===== src/assert_macros.svh =====
// Assertion macros shared by the SipHash short-message core.
// Depends on nothing; users supply clk and rst_n in scope.
`ifndef ASSERT_MACROS_SVH
`define ASSERT_MACROS_SVH
`ifndef SYNTH
`define ASSERT_CLK(lbl, prop, msg) \
  lbl: assert property (@(posedge clk) disable iff (!rst_n) prop) else $error(msg);
`define ASSERT_ALWAYS(lbl, prop, msg) \
  lbl: assert property (@(posedge clk) prop) else $error(msg);
`else
`define ASSERT_CLK(lbl, prop, msg)
`define ASSERT_ALWAYS(lbl, prop, msg)
`endif
`endif


===== src/siphsm_pkg.sv =====
// Types, constants and round functions for the SipHash short-message core.
// Depends on nothing.
package siphsm_pkg;

  localparam logic [63:0] SIP_C0 = 64'h736f6d6570736575;
  localparam logic [63:0] SIP_C1 = 64'h646f72616e646f6d;
  localparam logic [63:0] SIP_C2 = 64'h6c7967656e657261;
  localparam logic [63:0] SIP_C3 = 64'h7465646279746573;
  localparam logic [63:0] SIP_FINAL_XOR = 64'h00000000000000ff;
  localparam int LEN_SHIFT = 56;
  localparam int QUEUE_DEPTH_DEF = 4;
  localparam int CFG_IDX_W = 1;
  localparam logic [3:0] FULL_COUNT = 4'd8;

  typedef logic [63:0] word_t;
  typedef logic [3:0][63:0] chain_t;

  typedef enum logic [CFG_IDX_W-1:0] {
    CFG_KEY_LOW  = 1'b0,
    CFG_KEY_HIGH = 1'b1
  } cfg_idx_t;

  typedef struct packed {
    logic [63:0] message_word;
    logic [3:0]  byte_count;
    logic        last_word;
  } in_item_t;

  typedef struct packed {
    logic [63:0] digest;
    logic [31:0] digest_folded;
  } out_item_t;

  typedef struct packed {
    logic  first_blk;
    logic  last_blk;
    word_t m;
  } blk_t;

  function automatic word_t rotl(word_t x, int r);
    return (x << r) | (x >> (64 - r));
  endfunction

  function automatic chain_t sip_round(chain_t v);
    word_t v0, v1, v2, v3;
    v0 = v[0];
    v1 = v[1];
    v2 = v[2];
    v3 = v[3];
    v0 = v0 + v1;
    v1 = rotl(v1, 13) ^ v0;
    v0 = rotl(v0, 32);
    v2 = v2 + v3;
    v3 = rotl(v3, 16) ^ v2;
    v0 = v0 + v3;
    v3 = rotl(v3, 21) ^ v0;
    v2 = v2 + v1;
    v1 = rotl(v1, 17) ^ v2;
    v2 = rotl(v2, 32);
    return {v3, v2, v1, v0};
  endfunction

  function automatic chain_t init_chain(word_t k0, word_t k1);
    return {k1 ^ SIP_C3, k0 ^ SIP_C2, k1 ^ SIP_C1, k0 ^ SIP_C0};
  endfunction

endpackage


===== src/siphsm_final.sv =====
// Finalisation pipeline: four rounds over two stages, then the digest and
// its fold in the output register. Depends on siphsm_pkg.
`include "assert_macros.svh"
module siphsm_final import siphsm_pkg::*; (
  input  logic      clk,
  input  logic      rst_n,
  input  logic      fin_valid,
  input  chain_t    fin_chain,
  output logic      fin_ready,
  output logic      out_valid,
  input  logic      out_stall,
  output out_item_t out_data
);

  logic      fa_v_r, fb_v_r, out_v_r;
  chain_t    fa_r, fb_r;
  out_item_t out_r;
  logic      a_ready, b_ready, o_ready;
  chain_t    fb_nxt, tail_rounds;
  word_t     dig;

  assign o_ready   = !out_v_r || !out_stall;
  assign b_ready   = !fb_v_r || o_ready;
  assign a_ready   = !fa_v_r || b_ready;
  assign fin_ready = a_ready;

  always_comb begin
    fb_nxt      = sip_round(sip_round(fa_r));
    tail_rounds = sip_round(sip_round(fb_r));
    dig         = tail_rounds[0] ^ tail_rounds[1] ^ tail_rounds[2] ^ tail_rounds[3];
  end

  always_ff @(posedge clk) begin
    if (!rst_n) begin
      fa_v_r  <= 1'b0;
      fb_v_r  <= 1'b0;
      out_v_r <= 1'b0;
    end else begin
      if (a_ready) begin
        fa_v_r <= fin_valid;
      end
      if (b_ready) begin
        fb_v_r <= fa_v_r;
      end
      if (o_ready) begin
        out_v_r <= fb_v_r;
      end
    end
  end

  always_ff @(posedge clk) begin
    if (a_ready && fin_valid) begin
      fa_r <= fin_chain;
    end
    if (b_ready && fa_v_r) begin
      fb_r <= fb_nxt;
    end
    if (o_ready && fb_v_r) begin
      out_r.digest        <= dig;
      out_r.digest_folded <= dig[63:32] ^ dig[31:0];
    end
  end

  assign out_valid = out_v_r;
  assign out_data  = out_r;

  `ASSERT_CLK(a_stage_a_holds, fa_v_r && !b_ready |=> fa_v_r && $stable(fa_r), "stage A lost a held message")
  `ASSERT_CLK(a_stage_b_holds, fb_v_r && !o_ready |=> fb_v_r && $stable(fb_r), "stage B lost a held message")

endmodule


===== config.mk =====
export PLATFORM = sky130hd
export DESIGN_NAME = siphsm_final
export DESIGN_NICKNAME = d
export VERILOG_FILES = /design/src/siphsm_pkg.sv /design/src/siphsm_final.sv
export VERILOG_INCLUDE_DIRS = /design/src /design/src/src
export SDC_FILE = /design/constraint.sdc
export NUM_CORES = 2
export LEC_CHECK = 0
export BUFFER_PORTS_ARGS = -buffer_cell sky130_fd_sc_hd__buf_2
export CAP_MARGIN = 30
export CORE_MARGIN = 2
export CORE_UTILIZATION = 40
export DETAILED_ROUTE_END_ITERATION = 8
export GPL_TIMING_DRIVEN = 0
export PLACE_DENSITY = 0.55
export SLEW_MARGIN = 20
export SYNTH_ARGS = -nofsm -noshare
export SYNTH_HDL_FRONTEND = slang
export SYNTH_SLANG_ARGS = --single-unit

===== constraint.sdc =====
create_clock -name clk -period 13.7 [get_ports clk]
set_input_delay 0.685 -clock clk [delete_from_list [all_inputs] [get_ports clk]]
set_output_delay 0.685 -clock clk [all_outputs]
set_load 0.1 [all_outputs]

==> reports/qor.yml <==
critPathMostFrequentCell: "a21oi_1"
holdWs_ns: 0.101
routed_via_density: 6.33
drt_first_pass_iters: 8
path_delay_family: "compound AO/OA/AOI/OAI gates"
use_met3: 0.0927
ff2ff_setup_slack_ns: -0.08
synthFlopType: "edfxtp_1"
syn_inst: 9099
drive_gt1_frac: 0.141
start_util: 0.402
ys_ff_latch: 611
grt_usage: 0.459
nets: 11100
violations: "setup timing"
synth_cell_type_count: 97
yosys_warnings: 0
grt_util_met2: 0.734
drc: 0
end_kind: "register"
dieArea_um2: 206000
cts_buffer_depth: 3
cp.required_ns: 14.17
io_buffers: 357
rows: 165
post-route-period-util: 1.01
clock_sinks: 611
hold_violations: 0
wl_um: 486000
clk_pin_slew_worst_paths_ns: 0.09
routedWlPerCell_um: 38.7
grt_pass1_wl_um: 641000
clk_latency_ns: 0.76
grt-ovfl-total: 0
avgSynthCellArea_um2: 8.90
cts_htree_levels: 3
synth_top_area_share: 0.225
slew_violations: 0
gp_congestion: 1.18
synthTopCellsByArea: "edfxtp_1 23%, ha_1 15%, xor2_1 11%, xnor2_1 9.7%, a21o_1 6.3%"
die_w_um: 454
crit_buf_inv: 4
max_freq_ghz: 0.0726
slew_headroom: 0.205
cts_tree: "done"
ant_nets: 0
min_period_ns: 13.78
finalSetupViolCount: 5
antenna_found_initial: 21
drv_cap: 0
dp_hpwl_um: 425000
grt-busiest-layer: "met2"
grt_pass1_vias: 75700
async_reset_ff_frac: 0
fill_cells: 19400
rsz0062_at_grt: "true"
numCtsBuffers: 69
cp_max_fo: 6
syn_nets: 10300
syn_area_um2: 81000
synth_edf_count: 608
synth_top_area_cell: "edfxtp_1"
regArea_um2: 18300
slowest_stage: "xor2_1"
worstPathArrival_ns: 14.25
critPathLaunchType: "register"
fin_ws_ns: -0.0783
cts-root-buf: "clkbuf_16"
ys_seq_area_frac: 0.226
cpPeakStageDelay_ns: 0.81
min_path_type: "in -> reg"
fin_worst_skew_ns: 0.0501
grt_start_max_net_pins: 65
ios: 358
crit_type: "reg -> reg"
vias: 79600
area_growth_pct: 18.0
core_area_um2: 202000
multi_input_area_um2: 64900
die_h_um: 454
use_met1: 0.459
outcome: "finished with violations"
place_ws_ns: -2.89
max_slew.worst_pin.slew_ns: 1.19
drt_iter0_drc: 8663
[cell usage in the layout (no fill, tap or decap), types with 225 or more instances in the layout]
cell type  count
a21o_1       675
a21oi_1      936
buf_2        369
buf_4        225
edfxtp_1     608
ha_1         934
inv_1        336
nand2_1      523
nor2_1       378
o21ai_0      450
xnor2_1      758
xor2_1       834
[cell usage after synthesis, types with 66 or more instances]
cell type,count
nand4_1,123
xor2_1,1025
o21a_1,110
nand2_1,524
xnor2_1,895
inv_1,336
edfxtp_1,608
a21o_1,675
a31oi_1,113
ha_1,945
nand3_1,187
o211ai_1,67
nor2_1,381
nor2b_1,118
o21bai_1,181
nor3_1,92
clkbuf_1,202
o21ai_0,492
a211oi_1,84
a21oi_1,959
and3_1,107
nand2b_1,111
and2_1,66
[cells by family (layout without fill, tap and decap cells)]
family | count (synthesis) | count (layout) | synth area share
compound gates | 3086 | 3086 | 0.246
xor+xnor | 2027 | 2027 | 0.238
simple gates | 1867 | 1867 | 0.114
fa+ha+maj | 960 | 960 | 0.150
flops | 611 | 611 | 0.226
buf+inv | 544 | 1334 | 0.0253
mux | 4 | 4 | 0.000525
other cells | 0 | 13 | 0
[metal layers]
layer	up-vias	wire length [um]
li1	34900	-
met1	38100	159000
met2	4727	218000
met3	1827	34500
met4	12	74800
met5	-	107
[registers in the layout, summed over array words and instances (netlist names)]
name	count
fa_r	256
fb_r	256
out_data	96
fa_v_r	1
fb_v_r	1
out_valid	1
[path summary, 6_finish.rpt]
kind / start / endpoint / depth (start not counted)
min: fin_chain[66] / fa_r[66]$_DFFE_PP_ / 1
min reg2reg: fb_v_r$_SDFFE_PN0P_ / out_valid$_SDFFE_PN0P_ / 2
max: fa_r[66]$_DFFE_PP_ / fb_r[249]$_DFFE_PP_ / 51
max reg2reg: fa_r[66]$_DFFE_PP_ / fb_r[249]$_DFFE_PP_ / 51
[worst register-to-register path: cells and delay by family, from the launching register on]
family	cells	cell delay (ns)
fa+ha+maj	4	1.59
flops	1	0.45
simple gates	8	1.76
xor+xnor	4	1.66
buf+inv	4	0.70
compound gates	31	7.33
[repair_timing]
action	4_1_cts	5_1_grt
endpoints found under the hold margin	0	0
pin swaps	29	44
cloned	0	0
setup endpoints to repair	230	128
resized for setup	281	239
buffers inserted	48	46
hold buffers	0	0
[stage by stage]
step,TNS [ns],util,std cells,area [um2]
6_report,-0.250,0.474,12600,95600
5_1_grt,-0.234,0.474,12600,95500
4_1_cts,-0.0453,0.463,12500,93300
3_5_place_dp,-277.69,0.440,12300,88800
3_3_place_gp,-1629.82,0.427,12100,86100
2_1_floorplan,0,-,9099,81000
[final cells by class]
| cell class | instances | share of cell area |
|---|---|---|
| clock inverter | 42 | 0.00436 |
| clock buffer | 83 | 0.0188 |
| antenna | 13 | 0.000340 |
| tap | 2672 | 0.0350 |
| inverter | 337 | 0.0132 |
| sequential | 611 | 0.192 |
| multi-input combinational | 7944 | 0.679 |
| buffer | 203 | 0.00808 |
| timing repair buffer | 669 | 0.0494 |
Power is not shown: default switching activity piles up to over one toggle a cycle in this logic, so the estimate is an artifact.
