<file path="config.mk">
export PLATFORM = sky130hd
export DESIGN_NAME = siphsm_queue
export DESIGN_NICKNAME = d
export VERILOG_FILES = /design/src/siphsm_pkg.sv /design/src/siphsm_queue.sv
export VERILOG_INCLUDE_DIRS = /design/src /design/src/src
export SDC_FILE = /design/constraint.sdc
export NUM_CORES = 1
export LEC_CHECK = 0
export BUFFER_PORTS_ARGS = -buffer_cell sky130_fd_sc_hd__buf_2
export CAP_MARGIN = 5
export CORE_MARGIN = 2
export CORE_UTILIZATION = 48
export DETAILED_ROUTE_END_ITERATION = 6
export PLACE_DENSITY = 0.69
export SYNTH_ARGS = -nofsm -noshare
export SYNTH_HDL_FRONTEND = slang
export SYNTH_SLANG_ARGS = --single-unit
</file>
<file path="constraint.sdc">
create_clock -name clk -period 3.4 [get_ports clk]
set_clock_uncertainty 0.2 [all_clocks]
set_input_delay 0 -clock clk [delete_from_list [all_inputs] [get_ports clk]]
set_output_delay 0 -clock clk [all_outputs]
set_load 0.02 [all_outputs]
</file>
<file path="src/assert_macros.svh">
// Assertion macros shared by the SipHash short-message core.
// Depends on nothing; users supply clk and rst_n in scope.
`ifndef ASSERT_MACROS_SVH
`define ASSERT_MACROS_SVH
`ifndef SYNTH
`define ASSERT_CLK(lbl, prop, msg) \
  lbl: assert property (@(posedge clk) disable iff (!rst_n) prop) else $error(msg);
`define ASSERT_ALWAYS(lbl, prop, msg) \
  lbl: assert property (@(posedge clk) prop) else $error(msg);
`else
`define ASSERT_CLK(lbl, prop, msg)
`define ASSERT_ALWAYS(lbl, prop, msg)
`endif
`endif

</file>
<file path="src/siphsm_pkg.sv">
// Types, constants and round functions for the SipHash short-message core.
// Depends on nothing.
package siphsm_pkg;

  localparam logic [63:0] SIP_C0 = 64'h736f6d6570736575;
  localparam logic [63:0] SIP_C1 = 64'h646f72616e646f6d;
  localparam logic [63:0] SIP_C2 = 64'h6c7967656e657261;
  localparam logic [63:0] SIP_C3 = 64'h7465646279746573;
  localparam logic [63:0] SIP_FINAL_XOR = 64'h00000000000000ff;
  localparam int LEN_SHIFT = 56;
  localparam int QUEUE_DEPTH_DEF = 4;
  localparam int CFG_IDX_W = 1;
  localparam logic [3:0] FULL_COUNT = 4'd8;

  typedef logic [63:0] word_t;
  typedef logic [3:0][63:0] chain_t;

  typedef enum logic [CFG_IDX_W-1:0] {
    CFG_KEY_LOW  = 1'b0,
    CFG_KEY_HIGH = 1'b1
  } cfg_idx_t;

  typedef struct packed {
    logic [63:0] message_word;
    logic [3:0]  byte_count;
    logic        last_word;
  } in_item_t;

  typedef struct packed {
    logic [63:0] digest;
    logic [31:0] digest_folded;
  } out_item_t;

  typedef struct packed {
    logic  first_blk;
    logic  last_blk;
    word_t m;
  } blk_t;

  function automatic word_t rotl(word_t x, int r);
    return (x << r) | (x >> (64 - r));
  endfunction

  function automatic chain_t sip_round(chain_t v);
    word_t v0, v1, v2, v3;
    v0 = v[0];
    v1 = v[1];
    v2 = v[2];
    v3 = v[3];
    v0 = v0 + v1;
    v1 = rotl(v1, 13) ^ v0;
    v0 = rotl(v0, 32);
    v2 = v2 + v3;
    v3 = rotl(v3, 16) ^ v2;
    v0 = v0 + v3;
    v3 = rotl(v3, 21) ^ v0;
    v2 = v2 + v1;
    v1 = rotl(v1, 17) ^ v2;
    v2 = rotl(v2, 32);
    return {v3, v2, v1, v0};
  endfunction

  function automatic chain_t init_chain(word_t k0, word_t k1);
    return {k1 ^ SIP_C3, k0 ^ SIP_C2, k1 ^ SIP_C1, k0 ^ SIP_C0};
  endfunction

endpackage

</file>
<file path="src/siphsm_queue.sv">
// Short block queue between front end and compression unit.
// Depends on siphsm_pkg.
`include "assert_macros.svh"
module siphsm_queue import siphsm_pkg::*; #(
  parameter int DEPTH = QUEUE_DEPTH_DEF
) (
  input  logic clk,
  input  logic rst_n,
  input  logic push,
  input  blk_t push_blk,
  output logic full,
  input  logic pop,
  output logic pop_valid,
  output blk_t pop_blk
);

  localparam int PW = (DEPTH > 1) ? $clog2(DEPTH) : 1;
  localparam int CW = $clog2(DEPTH + 1);

  blk_t          mem_r [DEPTH];
  logic [PW-1:0] wr_ptr_r, wr_ptr_nxt;
  logic [PW-1:0] rd_ptr_r, rd_ptr_nxt;
  logic [CW-1:0] count_r, count_nxt;

  assign full      = (count_r == CW'(DEPTH));
  assign pop_valid = (count_r != '0);
  assign pop_blk   = mem_r[rd_ptr_r];

  always_comb begin
    wr_ptr_nxt = wr_ptr_r;
    rd_ptr_nxt = rd_ptr_r;
    count_nxt  = count_r;
    if (push) begin
      wr_ptr_nxt = (wr_ptr_r == PW'(DEPTH - 1)) ? '0 : wr_ptr_r + 1'b1;
    end
    if (pop) begin
      rd_ptr_nxt = (rd_ptr_r == PW'(DEPTH - 1)) ? '0 : rd_ptr_r + 1'b1;
    end
    if (push && !pop) begin
      count_nxt = count_r + 1'b1;
    end else if (pop && !push) begin
      count_nxt = count_r - 1'b1;
    end
  end

  always_ff @(posedge clk) begin
    if (!rst_n) begin
      wr_ptr_r <= '0;
      rd_ptr_r <= '0;
      count_r  <= '0;
    end else begin
      wr_ptr_r <= wr_ptr_nxt;
      rd_ptr_r <= rd_ptr_nxt;
      count_r  <= count_nxt;
    end
  end

  always_ff @(posedge clk) begin
    if (push) begin
      mem_r[wr_ptr_r] <= push_blk;
    end
  end

  `ASSERT_CLK(a_no_overflow, push |-> !full, "push into full queue")
  `ASSERT_CLK(a_no_underflow, pop |-> pop_valid, "pop from empty queue")

endmodule

</file>
==> flow_summary.rst <==
.. list-table::
   :header-rows: 1

   * - Metric
     - Value
   * - Outcome
     - complete, no violations
   * - Number of remaining DRC errors
     - 0
   * - Worst slew margin relative to its limit
     - around 29%
   * - Initial standard-cell utilization of the core
     - 49.1%
   * - Worst Setup Path Type
     - reg2out
   * - Time the final worst path needs with I/O delays and setup
     - ~2.6 ns
   * - Leak pwr
     - about 4.3 nW
   * - Post-route standard cell area excluding fillers
     - 12,600 um2
   * - Data arrival time of the critical path
     - 2.36 ns
   * - Top cell type's share of synthesized area
     - 79.5%
   * - Global route overflow
     - 0
   * - Smallest setup slack after layout
     - 0.843 ns
   * - Slew @ Worst Pin
     - approximately 1.1 ns
   * - CTS clk-pin slew, worst paths
     - 0.06 ns
   * - Pwr/cell area
     - 601 nW/um2
   * - Final total negative setup slack
     - 0 ns
   * - Post-DR wirelength/cell
     - 20.2 um
   * - Die outline height
     - 148 um
   * - Post-layout nets
     - 697
   * - Post-Synthesis Mean Instance Area
     - 25.7 um2
   * - Non-filler instance count after layout
     - 913
   * - Max_cap viols
     - 0
   * - Netlist cell types
     - 22
   * - Global-route wire length before repair
     - 28.5 mm
   * - Buffers plus inverters on the worst setup path
     - 2
   * - Crit-path slowest cell
     - dfxtp_4
   * - Post-detail-place hpwl
     - 10.0 mm
   * - Sequential element share of the synthesized area
     - 81.3%
   * - Dpl ws
     - 1.31 ns
   * - Ordered list of cells on the worst path
     - buf_12 -> mux4_2 -> buf_2
   * - Layout fillers
     - about 1,500
   * - Site Rows
     - 52
   * - Top cells by instance count after synthesis
     - edfxtp_1, mux4_2, dfxtp_1
   * - Post-detailed-routing wire length
     - about 18 mm
   * - Summed instance area of the synthesized netlist
     - 9980 um2
   * - Synth warnings
     - 0
   * - Deepest clock path buffer count
     - 3
   * - Maximum fanout along the worst path
     - 46
   * - Final count of negative-setup-slack endpoints
     - 0
   * - Maximum level of the CTS H-tree
     - 1
   * - Post-route ant nets
     - 0
   * - Number of clock sinks seen by CTS
     - about 270
   * - Sort of element at the end of the critical path
     - output pin
   * - Via/cell ratio
     - 5.18
   * - Final core occ
     - 62.0%
   * - Cell type contributing the most total cell area after synthesis
     - edfxtp_1
   * - Via count of the routed design
     - 4,727
   * - Async SR Flop Fraction
     - 0%
   * - Placement-stage cell area
     - 10,900 um2
   * - Final number of max-transition violations
     - 0
   * - Antenna violations before repair
     - 1
   * - Gr usage total
     - around 17%
   * - Count of boundary I/O pins
     - ~140
   * - Delay of the slowest cell on the worst path
     - 0.62 ns
   * - Most frequently used flop master after synthesis
     - edfxtp_1
   * - TritonCTS clock tree
     - yes
   * - Overall die width
     - about 150 um
   * - Required time of the critical path
     - approximately 3.2 ns
   * - Worst min path class
     - in2reg
   * - Post-synthesis to final-layout area growth
     - 26.2%
   * - Achievable Freq
     - slightly below 400 MHz
   * - Total iterations of the first detailed-routing run
     - 6
   * - Placeable core region
     - 20,300 um2
   * - Number of standard cells after synthesis
     - between 300 and 400
   * - Violation count after the first detailed-route iteration
     - 180
   * - Post-Route Hold Slack
     - between 0.015 and 0.02 ns
   * - Top post-synthesis cells by area
     - edfxtp_1, mux4_2, dfxtp_1
   * - Pin count of the biggest net entering global routing
     - 67
   * - Die outline area
     - 22,000 um2
   * - Critical Path Start Type
     - flop
   * - Input/output buffers
     - 137
   * - Leading cell type by number of instances after synthesis
     - edfxtp_1
   * - Vias in the first global route
     - 5,214
   * - Number of buffers added by the clock tree synthesis step
     - 28
   * - Flop and latch count out of synthesis
     - 273
   * - Clock tree root buffer cell
     - clkbuf_16
   * - RSZ-0062 raised after global routing
     - no
   * - Global placer's final weighted congestion
     - 0.690
   * - Cell family with the largest share of critical-path delay
     - flip-flops
   * - Synth Net Count
     - 465
   * - Endpoints failing hold
     - 0
   * - Power Total
     - 7.57 mW
   * - Setup fix buffers added after clock tree synthesis
     - 0
   * - Insertion delay to the later sink of the worst-skew pair
     - 0.53 ns
   * - Final period utilization
     - 75.2%
   * - Placed Cells incl. Taps
     - 782
   * - Layout cell share with drive strength beyond 1
     - a little under two fifths
   * - Number of enable flip-flop cells after synthesis
     - 264
   * - Worst VDD drop
     - 0.399 mV
[logic make-up after synthesis]
kind of cell / after synthesis / synth area share [%]
AO/OA/AOI/OAI: 3 / 0.201
XOR/XNOR: 2 / 0.176
adder cells (fa/ha/maj): 7 / 0.953
buffers and inverters: 18 / 1.19
flip-flops: 273 / 81.3
multiplexers: 70 / 15.3
AND/OR/NAND/NOR: 15 / 0.915
[worst reg2reg max path, stage by stage, from the launching register on]
cell	delay, ns
dfxtp_1	0.36
inv_1	0.10
ha_1	0.16
and2_4	0.78
[registers in the layout, summed over array words and instances, names as in the netlist, named ones only]
signal / flops
count_r: 3
wr_ptr_r: 2
rd_ptr_r: 2
mem_r: 264
[power breakdown]
part	switching [mW]	leakage, nW	internal, mW
Clock	1.19	0.421	1.71
Combinational	0.403	1.38	0.339
Sequential	0.0729	2.50	3.86
Total	1.66	4.30	5.90
[path summary, 6_finish.rpt]
kind / from / endpoint / slack [ns] / cells past startpoint
max: flop / pop_blk[44] / 0.84 / 3
min: push_blk[25] / mem_r[2][25] / 0.02 / 2
max reg2reg: wr_ptr_r[0] / mem_r[2][39] / 1.29 / 3
min reg2reg: count_r[2] / count_r[2] / 0.33 / 2
[per-layer routing]
| metal | up-vias | part of all wire (%) | GRT usage [%] |
|---|---|---|---|
| met5 | - | 0 | 0 |
| li1 | 2126 | - | - |
| met1 | 2429 | 42 | 21.9 |
| met3 | 31 | 5.8 | 3.53 |
| met2 | 141 | 50 | 29.2 |
| met4 | 0 | 2.2 | 4.67 |
[cell usage in the layout, fill, tap and decap left out, drive strengths merged, types with 2 or more instances in the layout]
cell | synthesis | final
edfxtp | 264 | 264
buf | 12 | 138
dlygate4sd3 | 0 | 78
mux4 | 66 | 66
clkbuf | 2 | 38
clkinv | 0 | 10
dfxtp | 9 | 9
ha | 6 | 6
nor2b | 5 | 5
inv | 4 | 5
and2 | 5 | 5
mux2i | 4 | 4
or3 | 2 | 2
bufinv | 0 | 2
[cell type report]
class | count | area, um2 | share of cell area (%)
tap | 270 | 338 | 2.68
timing repair buffer | 216 | 1490 | 11.8
inverter | 4 | 15.0 | 0.119
clock inverter | 14 | 116 | 0.924
antenna | 1 | 2.50 | 0.0199
clock buffer | 38 | 759 | 6.03
sequential | 273 | 8120 | 64.4
multi-input combinational | 97 | 1760 | 14.0
[timing repair]
item                      in CTS  in global routing
hold buffers                  78                  0
hold endpoints to repair     273                  0
resized for setup              0                  0
No activity file was read; power rests on OpenSTA's default activity.
