==> src/assert_macros.svh <==
// Assertion macros shared by the SipHash short-message core.
// Depends on nothing; users supply clk and rst_n in scope.
`ifndef ASSERT_MACROS_SVH
`define ASSERT_MACROS_SVH
`ifndef SYNTH
`define ASSERT_CLK(lbl, prop, msg) \
  lbl: assert property (@(posedge clk) disable iff (!rst_n) prop) else $error(msg);
`define ASSERT_ALWAYS(lbl, prop, msg) \
  lbl: assert property (@(posedge clk) prop) else $error(msg);
`else
`define ASSERT_CLK(lbl, prop, msg)
`define ASSERT_ALWAYS(lbl, prop, msg)
`endif
`endif

==> src/siphsm_pkg.sv <==
// Types, constants and round functions for the SipHash short-message core.
// Depends on nothing.
package siphsm_pkg;

  localparam logic [63:0] SIP_C0 = 64'h736f6d6570736575;
  localparam logic [63:0] SIP_C1 = 64'h646f72616e646f6d;
  localparam logic [63:0] SIP_C2 = 64'h6c7967656e657261;
  localparam logic [63:0] SIP_C3 = 64'h7465646279746573;
  localparam logic [63:0] SIP_FINAL_XOR = 64'h00000000000000ff;
  localparam int LEN_SHIFT = 56;
  localparam int QUEUE_DEPTH_DEF = 4;
  localparam int CFG_IDX_W = 1;
  localparam logic [3:0] FULL_COUNT = 4'd8;

  typedef logic [63:0] word_t;
  typedef logic [3:0][63:0] chain_t;

  typedef enum logic [CFG_IDX_W-1:0] {
    CFG_KEY_LOW  = 1'b0,
    CFG_KEY_HIGH = 1'b1
  } cfg_idx_t;

  typedef struct packed {
    logic [63:0] message_word;
    logic [3:0]  byte_count;
    logic        last_word;
  } in_item_t;

  typedef struct packed {
    logic [63:0] digest;
    logic [31:0] digest_folded;
  } out_item_t;

  typedef struct packed {
    logic  first_blk;
    logic  last_blk;
    word_t m;
  } blk_t;

  function automatic word_t rotl(word_t x, int r);
    return (x << r) | (x >> (64 - r));
  endfunction

  function automatic chain_t sip_round(chain_t v);
    word_t v0, v1, v2, v3;
    v0 = v[0];
    v1 = v[1];
    v2 = v[2];
    v3 = v[3];
    v0 = v0 + v1;
    v1 = rotl(v1, 13) ^ v0;
    v0 = rotl(v0, 32);
    v2 = v2 + v3;
    v3 = rotl(v3, 16) ^ v2;
    v0 = v0 + v3;
    v3 = rotl(v3, 21) ^ v0;
    v2 = v2 + v1;
    v1 = rotl(v1, 17) ^ v2;
    v2 = rotl(v2, 32);
    return {v3, v2, v1, v0};
  endfunction

  function automatic chain_t init_chain(word_t k0, word_t k1);
    return {k1 ^ SIP_C3, k0 ^ SIP_C2, k1 ^ SIP_C1, k0 ^ SIP_C0};
  endfunction

endpackage

==> src/siphsm_front.sv <==
// Front end: accepts message words, tracks the length byte and splits each
// word into absorb blocks for the queue. Depends on siphsm_pkg.
`include "assert_macros.svh"
module siphsm_front import siphsm_pkg::*; (
  input  logic     clk,
  input  logic     rst_n,
  input  logic     in_valid,
  output logic     in_stall,
  input  in_item_t in_data,
  input  logic     q_full,
  output logic     q_push,
  output blk_t     q_blk
);

  logic       open_r, open_nxt;
  logic [7:0] len_r, len_nxt;
  logic       pend_r, pend_nxt;
  logic [7:0] pend_len_r, pend_len_nxt;

  logic       in_acc;
  logic       eff8;
  logic [3:0] count_eff;
  logic [7:0] len_sum;
  word_t      tail;

  always_comb begin
    eff8      = !in_data.last_word || in_data.byte_count[3];
    count_eff = eff8 ? FULL_COUNT : in_data.byte_count;
    len_sum   = (open_r ? len_r : 8'd0) + {4'd0, count_eff};
    for (int b = 0; b < 8; b++) begin
      tail[8*b +: 8] = (4'(b) < count_eff) ? in_data.message_word[8*b +: 8] : 8'd0;
    end
    tail[63:LEN_SHIFT] = len_sum;
  end

  assign in_stall = pend_r || q_full;
  assign in_acc   = in_valid && !in_stall;

  always_comb begin
    open_nxt     = open_r;
    len_nxt      = len_r;
    pend_nxt     = pend_r;
    pend_len_nxt = pend_len_r;
    q_push       = 1'b0;
    q_blk        = '{first_blk: 1'b0, last_blk: 1'b1,
                     m: {pend_len_r, {LEN_SHIFT{1'b0}}}};
    if (pend_r) begin
      if (!q_full) begin
        q_push   = 1'b1;
        pend_nxt = 1'b0;
      end
    end else if (in_acc) begin
      q_push   = 1'b1;
      open_nxt = !in_data.last_word;
      len_nxt  = len_sum;
      q_blk.first_blk = !open_r;
      if (!in_data.last_word || eff8) begin
        q_blk.last_blk = 1'b0;
        q_blk.m        = in_data.message_word;
        if (in_data.last_word) begin
          pend_nxt     = 1'b1;
          pend_len_nxt = len_sum;
        end
      end else begin
        q_blk.last_blk = 1'b1;
        q_blk.m        = tail;
      end
    end
  end

  always_ff @(posedge clk) begin
    if (!rst_n) begin
      open_r <= 1'b0;
      len_r  <= 8'd0;
      pend_r <= 1'b0;
    end else begin
      open_r <= open_nxt;
      len_r  <= len_nxt;
      pend_r <= pend_nxt;
    end
  end

  always_ff @(posedge clk) begin
    pend_len_r <= pend_len_nxt;
  end

  `ASSERT_CLK(a_split_full_last, in_acc && in_data.last_word && eff8 |=> pend_r && in_stall, "full last word did not raise length block")
  `ASSERT_CLK(a_pend_pushes_last, pend_r && q_push |-> q_blk.last_blk && !q_blk.first_blk, "length block pushed with wrong flags")

endmodule

==> config.mk <==
export PLATFORM = sky130hd
export DESIGN_NAME = siphsm_front
export DESIGN_NICKNAME = d
export VERILOG_FILES = /design/src/siphsm_pkg.sv /design/src/siphsm_front.sv
export VERILOG_INCLUDE_DIRS = /design/src /design/src/src
export SDC_FILE = /design/constraint.sdc
export NUM_CORES = 1
export LEC_CHECK = 0
export ABC_AREA = 1
export BUFFER_PORTS_ARGS = -buffer_cell sky130_fd_sc_hd__buf_2
export CAP_MARGIN = 30
export CORE_UTILIZATION = 35
export DETAILED_ROUTE_END_ITERATION = 7
export PLACE_DENSITY = 0.73
export SYNTH_ARGS = -nofsm -noshare
export SYNTH_HDL_FRONTEND = slang
export SYNTH_SLANG_ARGS = --single-unit
==> constraint.sdc <==
create_clock -name clk -period 3.15 [get_ports clk]
set_input_delay 0.63 -clock clk [delete_from_list [all_inputs] [get_ports clk]]
set_output_delay 0.63 -clock clk [all_outputs]
set_load 0.005 [all_outputs]
==> results.cfg, run 1 <==
[grt]
antenna_found_initial = 0
gr-total-overflow = 0
grt_pass1_wl_mm = 8.611
grt_pass1_vias = 2044
grt_max_degree = 69
track_usage = 0.2038

[flow_run]
maxCapViolations = 0

[clock_network]
clock_path_buffers = 2
hold_buffers = 0
clkSinkCount = 18
cts_buffers = 3
clk-insertion-delay-late_ps = 260
cts_max_level = 1
post_cts_buffers = 0
tritoncts = built
cts-root-buf = clkbuf_8
clk_pin_slew_ps = 70
cts_resized = 0

[synth]
yosys.area_share.simple = 0.4978
synth_mux_area_frac = 0
yosysSeqAreaShare = 0.2573
netlist_instances = 295
synth.top_cell.area_share = 0.2281
syn_nets = 372
synth-main-ff-cell = dfxtp_1
synth.most_common_cell = nand2_1
syn_avg_cell_area_um2 = 5.802
ys_types = 33
synth_edf_count = 8
synthAdderAreaFrac = 0.02924
synthXorXnorAreaFrac = 0.01974
ys_ff_latch = 18
synth_compound_area_frac = 0.08626
synthTopCellsByCount = nand2_1, nor2_1, inv_1
netlist_top_cells_area = nand2_1, nor2_1, edfxtp_1
yosysWarnings = 0
synth_top_family_by_area = simple AND/OR/NAND/NOR gates
syn_area_um2 = 1712
synth_top_area_cell = nand2_1
synth-async-reset-ratio = 0

[sta]
setup-tns-final_ps = 0
setup_ws_ps = 260.0
period_needed_ps = 2890
tightest_slew_ps = 817.9
fin_skew_ps = 5.400
final-setup-viol-count = 0
rsz0062_at_grt = no
final_max_slew_viol_count = 0
slew-limit-headroom = 0.4527
hold_viol_final = 0
timing.final.crit_share = 0.9175
fmax_mhz = 346.0

[floorplan]
core-area_um2 = 4723
std_cell_rows = 25
start_util = 0.3624
die_w_um = 71.93
die_h_um = 71.93
io_pins = 141
die_area_um2 = 5174

[critical_path]
crit_top_cell = nand2_1
crit_chain = buf_2 > inv_2 > nor2_8 > inv_4 > nor2_1 > ha_1 > nand2_1 > inv_1 > nand3_1 > nand3_2 > nand2_1 > nand2_1 > nand2_1 > nand2_1 > nand2_1 > nand2_1 > buf_2
worstSetupStartpointType = primary input
worst-setup-path-type = primary input to output port
path_max_fanout = 10
endpoint_kind = output port
cp_num_buf_inv = 5
crit_required_ps = 2520
max_stage_delay_ps = 340
crit_arrival_ps = 2260
critical_path.top_delay_family = simple AND/OR/NAND/NOR gates
cp_slowest_cell = ha_1

[pwr]
pwr_density_cell_nw_per_um2 = 248.0
ir_drop_mv = 0.1048
p_leak_uw = 0.001536

[placement]
pre_cts_ws_ps = 198.9
dpl.hpwl_mm = 4.076
routabilityCongestion = 0.9025
port_buffers = 140
dpl_cell_area_um2 = 2457

[detailed_routing]
wl_mm = 5.141
routed_via_density = 4.548
ant_nets = 0
drt_iter0_drc = 79
drcViolationCount = 0
num_vias = 2265
dr.pass1.iters = 6
wire_per_inst_um = 10.32

[layout]
multi_input_area_um2 = 1091
nNetsFinal = 509
diodes = 0
area_delta_synth_final_pct = 46.78
seq_area_um2 = 440.4
n_fill_cell = 493
layout-drive-gt1-share = 0.3852
design_area_um2 = 2512

[run_status]
status = finished, final reports clean

[min_path]
hold_path.class = register to register
## worst min-delay path, cell delays in order, from the launching register on
cell	delay, ps
dfxtp_1	310
nand2_1	60
a21oi_1	50
## cell families (layout without fill, tap and decap cells)
logic type                 count (synthesis)  in the layout
and+or+nand+nor                          203            203
buffers and inverters                     45            181
AOI/OAI and AO/OA                         22             22
DFF                                       18             18
adders and majority gates                  4              4
xor gates and xnor gates                   3              3
## where the power goes
part	switching (µW)	internal, µW	total, µW
sequential	5.91	251	257
combinational	110	89.9	199
clock	79.7	86.7	166
total	195	428	623
## metrics by stage
| step | instances | power (µW) | util | hold slack [ps] |
|---|---|---|---|---|
| global route | 498 | 662.6 | 0.5319 | 498.2 |
| floorplan | 295 | 364.2 | - | 441.3 |
| global placement | 494 | 457.9 | 0.5203 | 449.6 |
| detailed placement | 494 | 461.8 | 0.5203 | 459.5 |
| CTS | 498 | 626.5 | 0.5298 | 472.3 |
| finish | 498 | 623.2 | 0.5319 | 469.6 |
## cells in the final DEF, fill, tap and decap left out, drive strengths merged
cell	instances
buf	142
nand2	106
nor2	82
inv	34
nand3	11
dfxtp	10
edfxtp	8
a21oi	8
a22oi	5
o21ai	5
ha	4
clkbuf	3
xor2	3
nand4	2
o211ai	2
clkinv	2
nor4	1
a31oi	1
o31ai	1
nor3	1
## sequential cells by signal, summed over array words and instances, names as in the netlist
| signal | cells |
|---|---|
| pend_r | 1 |
| pend_len_r | 8 |
| open_r | 1 |
| len_r | 8 |
## layer usage
layer	routed length [µm]	global-route usage	part of all wire
met1	2259	0.2395	0.44
met2	2555	0.3878	0.50
met3	269	0.03194	0.052
met4	57	0.04575	0.011
met5	0	0	0
## cell type report
cell class,count,share of cell area
Tap cell,67,0.03337
Inverter,35,0.05428
Sequential cell,18,0.1753
Timing Repair Buffer,142,0.2849
Multi-Input combinational cell,232,0.4343
Clock buffer,3,0.01643
Clock inverter,1,0.001494
## worst paths after layout
kind | startpoint | endpoint | slack, ps | cells after the start
setup / recovery | in_data[0] | q_blk[61] | 260 | 17
hold / removal | len_r[0] | len_r[0] | 470 | 2
setup reg to reg | open_r | len_r[4] | 1170 | 14
hold reg to reg | len_r[0] | len_r[0] | 470 | 2
Note: power is estimated with default switching activity, not from simulation.
==> run 2, diff against run 1 <==
- ABC_AREA: 1 -> 0
- PLACE_DENSITY: 0.73 -> 0.74
==> results.cfg, run 2 <==
[clock_network]
cts_max_level = 1
clk-insertion-delay-late_ps = 260
clk_pin_slew_ps = 70
hold_buffers = 0
cts-root-buf = clkbuf_8
cts_resized = 4
clkSinkCount = 18
post_cts_buffers = 0
tritoncts = built
cts_buffers = 3
clock_path_buffers = 2

[critical_path]
crit_top_cell = buf_2
path_max_fanout = 5
crit_required_ps = 2520
crit_chain = buf_2 > nor2b_4 > and2_1 > ha_4 > nand4b_2 > a22oi_2 > o21ai_2 > xor2_1 > a221o_1 > buf_2
cp_slowest_cell = a221o_1
worst-setup-path-type = primary input to output port
crit_arrival_ps = 2440
endpoint_kind = output port
regToRegSetupSlack_ps = 1100
max_stage_delay_ps = 320
worstSetupStartpointType = primary input

[placement]
routabilityCongestion = 0.9603
dpl.hpwl_mm = 4.295
pre_cts_ws_ps = -92.08
port_buffers = 140

[layout]
final_common_cell = buf_2
n_fill_cell = 423
final_core_utilization = 0.5873
nNetsFinal = 452
seq_area_um2 = 440.4
diodes = 0
top_regs = len_r x8, pend_len_r x8
area_delta_synth_final_pct = 59.02
layout_common_cells = buf_2, and2_1, nand2_1, nor2_1, buf_4
multi_input_area_um2 = 1172
layout-drive-gt1-share = 0.4786

[sta]
rsz0062_at_grt = no
final-setup-viol-count = 0
fin_skew_ps = 2.379
final_max_slew_viol_count = 0
period_needed_ps = 3074
setup_ws_ps = 76.00
slew-limit-headroom = 0.6319
timing.final.crit_share = 0.9759
tightest_slew_ps = 552.1
fmax_mhz = 325.3
hold_viol_final = 0

[synth]
syn_avg_cell_area_um2 = 7.377
yosysSeqAreaShare = 0.2701
synthTopCellsByCount = and2_1, nand2_1, nor2_1
netlist_instances = 221
synth.top_cell.area_share = 0.2417
ys_types = 41
ys_ff_latch = 18
synth.most_common_cell = and2_1
syn_nets = 298
synth_top_area_cell = and2_1
syn_area_um2 = 1630
yosysWarnings = 0
synth-main-ff-cell = dfxtp_1
synth-async-reset-ratio = 0
netlist_top_cells_area = and2_1, edfxtp_1, dfxtp_1
synth_edf_count = 8

[detailed_routing]
dr.pass1.iters = 4
wire_per_inst_um = 12.50
wl_mm = 5.325
num_vias = 2062
drt_iter0_drc = 114
ant_nets = 0
routed_via_density = 4.840
drcViolationCount = 0

[pwr]
p_leak_uw = 0.001368
ir_drop_mv = 0.1222
pwr_density_cell_nw_per_um2 = 233.5

[run_status]
status = finished, final reports clean

[grt]
grt_pass1_vias = 1816
grt_pass1_wl_mm = 8.507
gr-total-overflow = 0
track_usage = 0.2093
grt_max_degree = 17
top_usage_layer = met2
met2_usage = 0.3418
use_met1 = 0.2805
antenna_found_initial = 0
grt_use_met3 = 0.04473

[floorplan]
start_util = 0.3693
io_pins = 141
std_cell_rows = 24
core-area_um2 = 4414
die_area_um2 = 4935
die_h_um = 70.25
die_w_um = 70.25

[min_path]
hold_path.class = register to register

[flow_run]
maxCapViolations = 0
-- run 2: changes by cell type in the layout (fill, tap and decap cells not counted), moves of 3 or more --
cell,previous run,this run
a21oi_1,7,15
a22oi_1,5,0
a31oi_1,1,6
and2_1,0,63
and3_1,0,3
buf_4,2,19
ha_1,4,1
inv_1,27,6
inv_2,5,1
nand2_1,104,28
nor2_1,77,19
nor2_4,3,0
-- run 2: cells by family (layout without fill, tap and decap cells) --
family                     after synthesis  in the layout  synth area share
and+or+nand+nor                        133            133            0.4474
adders and majority gates                4              4           0.03070
xor gates and xnor gates                 6              6           0.03223
buffers and inverters                   17            170           0.04604
DFF                                     18             18            0.2701
AOI/OAI and AO/OA                       43             43            0.1735
-- run 2: per-stage QoR --
| step | std cells | instance area, µm² | total power (µW) | hold WS, ps | TNS, ps |
|---|---|---|---|---|---|
| 3_3_place_gp | 422 | 2490 | 436.9 | 440.4 | -37.87 |
| 5_1_grt | 426 | 2592 | 640.1 | 486.4 | 0 |
| 2_1_floorplan | 221 | 1630 | 336.5 | 431.7 | 0 |
| 6_report | 426 | 2592 | 605.5 | 453.9 | 0 |
| 3_5_place_dp | 422 | 2490 | 440.7 | 442.4 | -190.9 |
| 4_1_cts | 426 | 2557 | 606.2 | 451.5 | 0 |
-- run 2: final cells by class --
| cell class | instances | area share |
|---|---|---|
| clock buffer | 3 | 0.01593 |
| clock inverter | 1 | 0.001448 |
| inverter | 7 | 0.01014 |
| multi-input combinational | 186 | 0.4522 |
| sequential | 18 | 0.1699 |
| tap | 52 | 0.02510 |
| timing repair buffer | 159 | 0.3253 |
-- run 2: path summary, 6_finish.rpt --
kind / startpoint / end / cells after the start
worst max-delay path: in_data[0] / q_blk[63] / 10
worst min-delay path: len_r[0] / len_r[0] / 2
worst max register to register: open_r / pend_len_r[4] / 9
worst min register to register: len_r[0] / len_r[0] / 2
-- run 2: where the power goes --
group / switching, µW / total, µW / internal, µW
registers: 2.81 / 250 / 248
clock network: 77.8 / 165 / 86.8
logic: 89.8 / 190 / 101
-- run 2: critical path, delay by kind of cell --
family,cells,cell delay [ps]
AOI/OAI and AO/OA,3,660
and+or+nand+nor,3,450
adders and majority gates,1,300
buffers and inverters,2,230
xor gates and xnor gates,1,170
-- run 2: layer usage --
metal  routed length (µm)  vias to the layer above
li1                     -                     1062
met1                 2358                      908
met2                 2584                       86
met3                  326                        6
met4                   55                        0
met5                    0                        -
